==> config.mk <==
export PLATFORM = sky130hd
export DESIGN_NAME = ksd_ctrl
export DESIGN_NICKNAME = d
export VERILOG_FILES = /design/src/rtl/keyboard_scancode_decoder_unit_defines.svh /design/src/rtl/ksd_pkg.sv /design/src/rtl/ksd_ctrl.sv
export SDC_FILE = /design/constraint.sdc
export NUM_CORES = 1
export LEC_CHECK = 0
export ABC_AREA = 0
export BUFFER_PORTS_ARGS = -buffer_cell sky130_fd_sc_hd__buf_2
export CAP_MARGIN = 10
export CORE_AREA = 2 2 39 41
export CTS_BUF_LIST = sky130_fd_sc_hd__clkbuf_8
export CTS_CLUSTER_DIAMETER = 200
export CTS_CLUSTER_SIZE = 25
export DETAILED_ROUTE_END_ITERATION = 12
export DIE_AREA = 0 0 41 43
export GPL_TIMING_DRIVEN = 0
export HOLD_SLACK_MARGIN = 0.02
export PLACE_DENSITY = 0.42
export SYNTH_ARGS = -nofsm -noshare
export SYNTH_HDL_FRONTEND = slang
export SYNTH_SLANG_ARGS = --single-unit
==> constraint.sdc <==
create_clock -name clk -period 1.55 [get_ports clk]
set_input_delay 0.31 -clock clk [delete_from_list [all_inputs] [get_ports clk]]
set_output_delay 0.31 -clock clk [all_outputs]
set_load 0.03 [all_outputs]
==> src/rtl/keyboard_scancode_decoder_unit_defines.svh <==
// Assertion macros shared by the keyboard scan-code decoder RTL.
`ifndef KEYBOARD_SCANCODE_DECODER_UNIT_DEFINES_SVH
`define KEYBOARD_SCANCODE_DECODER_UNIT_DEFINES_SVH

// Checks that the consequent holds in the same cycle as the antecedent.
`define KSD_ASSERT_SAME(lbl, ante, cons) \
	lbl: assert property (@(posedge clk) disable iff (!arst_n) (ante) |-> (cons)) \
		else $error("same-cycle check failed");

// Checks that the consequent holds in the cycle after the antecedent.
`define KSD_ASSERT_NEXT(lbl, ante, cons) \
	lbl: assert property (@(posedge clk) disable iff (!arst_n) (ante) |=> (cons)) \
		else $error("next-cycle check failed");

`endif

==> src/rtl/ksd_pkg.sv <==
// Shared types, codes and helper functions of the keyboard scan-code decoder.
package ksd_pkg;

	localparam logic [2:0] FUNC_SCAN      = 3'd0;
	localparam logic [2:0] FUNC_POP       = 3'd1;
	localparam logic [2:0] FUNC_PEEK      = 3'd2;
	localparam logic [2:0] FUNC_CLR_DOWNS = 3'd3;
	localparam logic [2:0] FUNC_CLR_UPS   = 3'd4;
	localparam logic [2:0] FUNC_DOWN_TIME = 3'd5;
	localparam logic [2:0] FUNC_FLUSH     = 3'd6;
	localparam logic [2:0] FUNC_PUT       = 3'd7;

	localparam logic [7:0] BYTE_EXT         = 8'hE0;
	localparam logic [7:0] BYTE_PAUSE       = 8'hE1;
	localparam logic [7:0] BYTE_PAUSE_MAKE  = 8'h1D;
	localparam logic [7:0] BYTE_PAUSE_BREAK = 8'h9D;

	localparam logic [7:0] KEY_SHIFT_L  = 8'h2A;
	localparam logic [7:0] KEY_SHIFT_R  = 8'h36;
	localparam logic [7:0] KEY_ALT_L    = 8'h38;
	localparam logic [7:0] KEY_ALT_R    = 8'hB8;
	localparam logic [7:0] KEY_CTRL_L   = 8'h1D;
	localparam logic [7:0] KEY_CTRL_R   = 8'h9D;
	localparam logic [7:0] KEY_E1_SEQ   = 8'h61;
	localparam logic [7:0] KEY_NO_QUEUE = 8'hAA;

	localparam int unsigned NUM_KEYS = 256;

	typedef enum logic [2:0] {
		ST_INIT,
		ST_IDLE,
		ST_READ,
		ST_FLUSH,
		ST_EXEC
	} state_t;

	typedef struct packed {
		logic capture;
		logic sweep;
		logic exec;
	} cmd_t;

	typedef struct packed {
		logic sweep_last;
	} status_t;

	// Flag order: left shift, right shift, left alt, right alt, left ctrl, right ctrl.
	function automatic logic [2:0] mods(input logic [5:0] f);
		mods = {f[5] | f[4], f[3] | f[2], f[1] | f[0]};
	endfunction

endpackage

==> src/rtl/ksd_ctrl.sv <==
// Controller state machine sequencing clear sweeps and word execution.
module ksd_ctrl (
	input  logic             clk,
	input  logic             arst_n,
	input  logic             start,
	input  logic             func_flush,
	input  ksd_pkg::status_t stat,
	output ksd_pkg::cmd_t    cmd,
	output logic             busy,
	output logic             done
);
	ksd_pkg::state_t state_q, state_d;
	logic done_q;

	always_ff @(posedge clk or negedge arst_n) begin
		if (!arst_n) begin
			state_q <= ksd_pkg::ST_INIT;
			done_q  <= 1'b0;
		end else begin
			state_q <= state_d;
			done_q  <= cmd.exec;
		end
	end

	always_comb begin
		state_d     = state_q;
		cmd.capture = 1'b0;
		cmd.sweep   = 1'b0;
		cmd.exec    = 1'b0;
		busy        = 1'b1;
		unique case (state_q)
			ksd_pkg::ST_INIT: begin
				cmd.sweep = 1'b1;
				if (stat.sweep_last) begin
					state_d = ksd_pkg::ST_IDLE;
				end
			end
			ksd_pkg::ST_IDLE: begin
				busy = 1'b0;
				if (start) begin
					cmd.capture = 1'b1;
					state_d = func_flush ? ksd_pkg::ST_FLUSH : ksd_pkg::ST_READ;
				end
			end
			ksd_pkg::ST_READ: begin
				state_d = ksd_pkg::ST_EXEC;
			end
			ksd_pkg::ST_FLUSH: begin
				cmd.sweep = 1'b1;
				if (stat.sweep_last) begin
					state_d = ksd_pkg::ST_EXEC;
				end
			end
			ksd_pkg::ST_EXEC: begin
				cmd.exec = 1'b1;
				state_d  = ksd_pkg::ST_IDLE;
			end
			default: begin
				state_d = ksd_pkg::ST_INIT;
			end
		endcase
	end

	assign done = done_q;
endmodule

==> flow_metrics.tcl <==
set metrics [dict create \
    syn_avg_cell_area_um2 10.7 \
    met3_usage 0.0157 \
    drt_iter0_drc 10 \
    grt_max_degree 9 \
    final_cells 49 \
    path_clk_slew_ps 30 \
    clkSinkCount 4 \
    tightest_slew_ps 237 \
    power.share.sequential 0.248 \
    irDropWorstVdd_uv 899 \
    globalRouteMet1Util 0.0915 \
    ys_ff_latch 4 \
    slew_headroom 0.842 \
    diodes 0 \
    rsz0062_at_grt "false" \
    leakage_uw 0.000159 \
    syn_to_final_growth_pct 61.4 \
    switching_power_uw 377 \
    track_usage 0.0656 \
    dieArea_um2 1760 \
    cts_root_buf "clkbuf_8" \
    core_area_um2 1380 \
    synth.distinct_cells 14 \
    seq_area_frac_synth 0.468 \
    max-clock-path-buffers 2 \
    rows 14 \
    yosysWarnings 0 \
    critPathArrivalTime_ps 1210 \
    wl_per_cell_um 8.86 \
    r2r_setup_slack_ps 590 \
    start_kind "flop" \
    clockPowerShare 0.237 \
    place_hpwl_um 352 \
    clk_latency_ps 210 \
    initial_core_util 0.155 \
    synthTopCellsByArea "dfrtp_1, o32ai_2, nor3b_1" \
    via_per_inst 3.94 \
    yosysTopAreaCell "dfrtp_1" \
    busiest_layer "met1" \
    drive_gt1_frac 0.636 \
    post-route-min-period_ps 1520 \
    synth_area_um2 214 \
    hold_class "input pin to flop" \
    ant_nets 0 \
    die_height_um 43 \
    most-common-layout-cells "buf_2, clkbuf_8" \
    overflow 0 \
    setup_viol 0 \
    synth_top_area_share 0.468 \
    grtUsageMet2 0.0688 \
    final_max_slew_viol_count 0 \
    ctsHtreeMaxLevel 1 \
    tns_ps 0 \
    num_vias 193 \
    grt_antenna_before_repair 0 \
    powerDensity_nw_per_um2 2610 \
    fmax_mhz 659 \
    post_cts_buffers 0 \
    synth_cells 20 \
    io_pins 10 \
    grt_pass1_vias 179 \
    cts_buffers 3 \
    die_w_um 41 \
    hold_viol 0 \
    n_fill_cell 143 \
    finClkSkew_ps 0.102 \
    endpoint_kind "primary output" \
    layout_commonest_cell "buf_2" \
    power.internal_uw 524 \
    globalplace.congestion 0.570 \
    crit_type "flop to primary output" \
    tritoncts "yes" \
    synth_nets 25 \
    drc 0 \
    place_inst 45 \
    grt_pass1_wl_um 710 \
    crit_required_ps 1240 \
    port_buffers 9 \
    period_share 0.979 \
    firstDrtPassIters 4 \
    status "completed" \
    swShare 0.419 \
    maxCapViolations 0 \
    wirelength_um 434 \
    crit_path_max_fanout 4 \
    fin_nets 40 \
    p_comb_frac 0.515 \
]
-- per-layer routing --
metal | routed length, µm | vias up
met5 | 0 | -
met4 | 0 | 0
met3 | 46 | 0
met2 | 163 | 10
met1 | 224 | 90
li1 | - | 93
-- per-stage QoR --
step / utilization / hold WS (ps) / setup slack (ps) / power [µW] / instance area [µm²]
after global routing: 0.250 / 421 / 1.75 / 960 / 345
after CTS: 0.249 / 389 / 25.7 / 912 / 344
final: 0.250 / 398 / 32.5 / 901 / 345
after detailed placement: 0.205 / 117 / 177 / 658 / 284
after floorplan: - / 14.4 / 124 / 552 / 219
after global placement: 0.205 / 112 / 200 / 645 / 284
-- power groups by stage --
stage	Combinational (µW)	Sequential, µW	Clock [µW]
6_report	464	223	214
3_5_place_dp	441	217	0
4_1_cts	469	220	224
3_3_place_gp	433	212	0
2_1_floorplan	331	221	0
5_1_grt	500	231	230
-- sequential cells by signal, indices dropped and copies added, names as in the netlist --
signal   count
done         1
state_q      3
-- Yosys cell counts --
master and count:
dfrtp_1 4, nor2_1 3, nor3b_1 2, a21oi_2 1, and2_4 1, and3_1 1
inv_1 1, nand2_1 1, nand2b_1 1, nand2b_4 1, nor3_1 1, o32ai_2 1
or2_1 1, or2_4 1
-- cells by family (layout without fill, tap and decap cells) --
| kind of cell | Yosys count | count (layout) | share of synthesized area |
|---|---|---|---|
| AND/OR/NAND/NOR | 13 | 13 | 0.398 |
| flip-flops | 4 | 4 | 0.468 |
| AO/OA/AOI/OAI | 2 | 2 | 0.117 |
| buffers and inverters | 1 | 14 | 0.0175 |
-- layout make-up --
type	count	area, µm²	area share
clock buffers	3	41.3	0.120
repair buffers	10	60.1	0.174
inverters	1	3.75	0.0109
multi-input cells	15	118	0.341
well taps	16	20.0	0.0580
flip-flops and latches	4	103	0.297
-- path summary, 6_finish.rpt --
kind,from,endpoint,depth (start not counted)
setup / recovery,state_q[0]$_DFFE_PN0P_,cmd[0],3
hold / removal,start,state_q[1]$_DFFE_PN0P_,3
setup reg to reg,state_q[2]$_DFFE_PN0P_,state_q[0]$_DFFE_PN0P_,2
hold reg to reg,state_q[2]$_DFFE_PN0P_,done$_DFF_PN0_,2
max in group asynchronous,arst_n,state_q[1]$_DFFE_PN0P_,2
min in group asynchronous,arst_n,state_q[0]$_DFFE_PN0P_,2
-- worst max-delay path, cell delays in order (launching register included) --
cell	delay [ps]
dfrtp_2	430
or2_4	280
nor2_2	110
buf_4	170
-- what timing repair did --
item                                    4_1_cts  5_1_grt
resized for setup                             4        1
hold buffers                                  1        0
cloned                                        0        0
hold endpoints to repair                      4        0
endpoints found under the setup margin        2        2
pin swaps                                     0        0
Note: power is estimated with default switching activity, not from simulation.
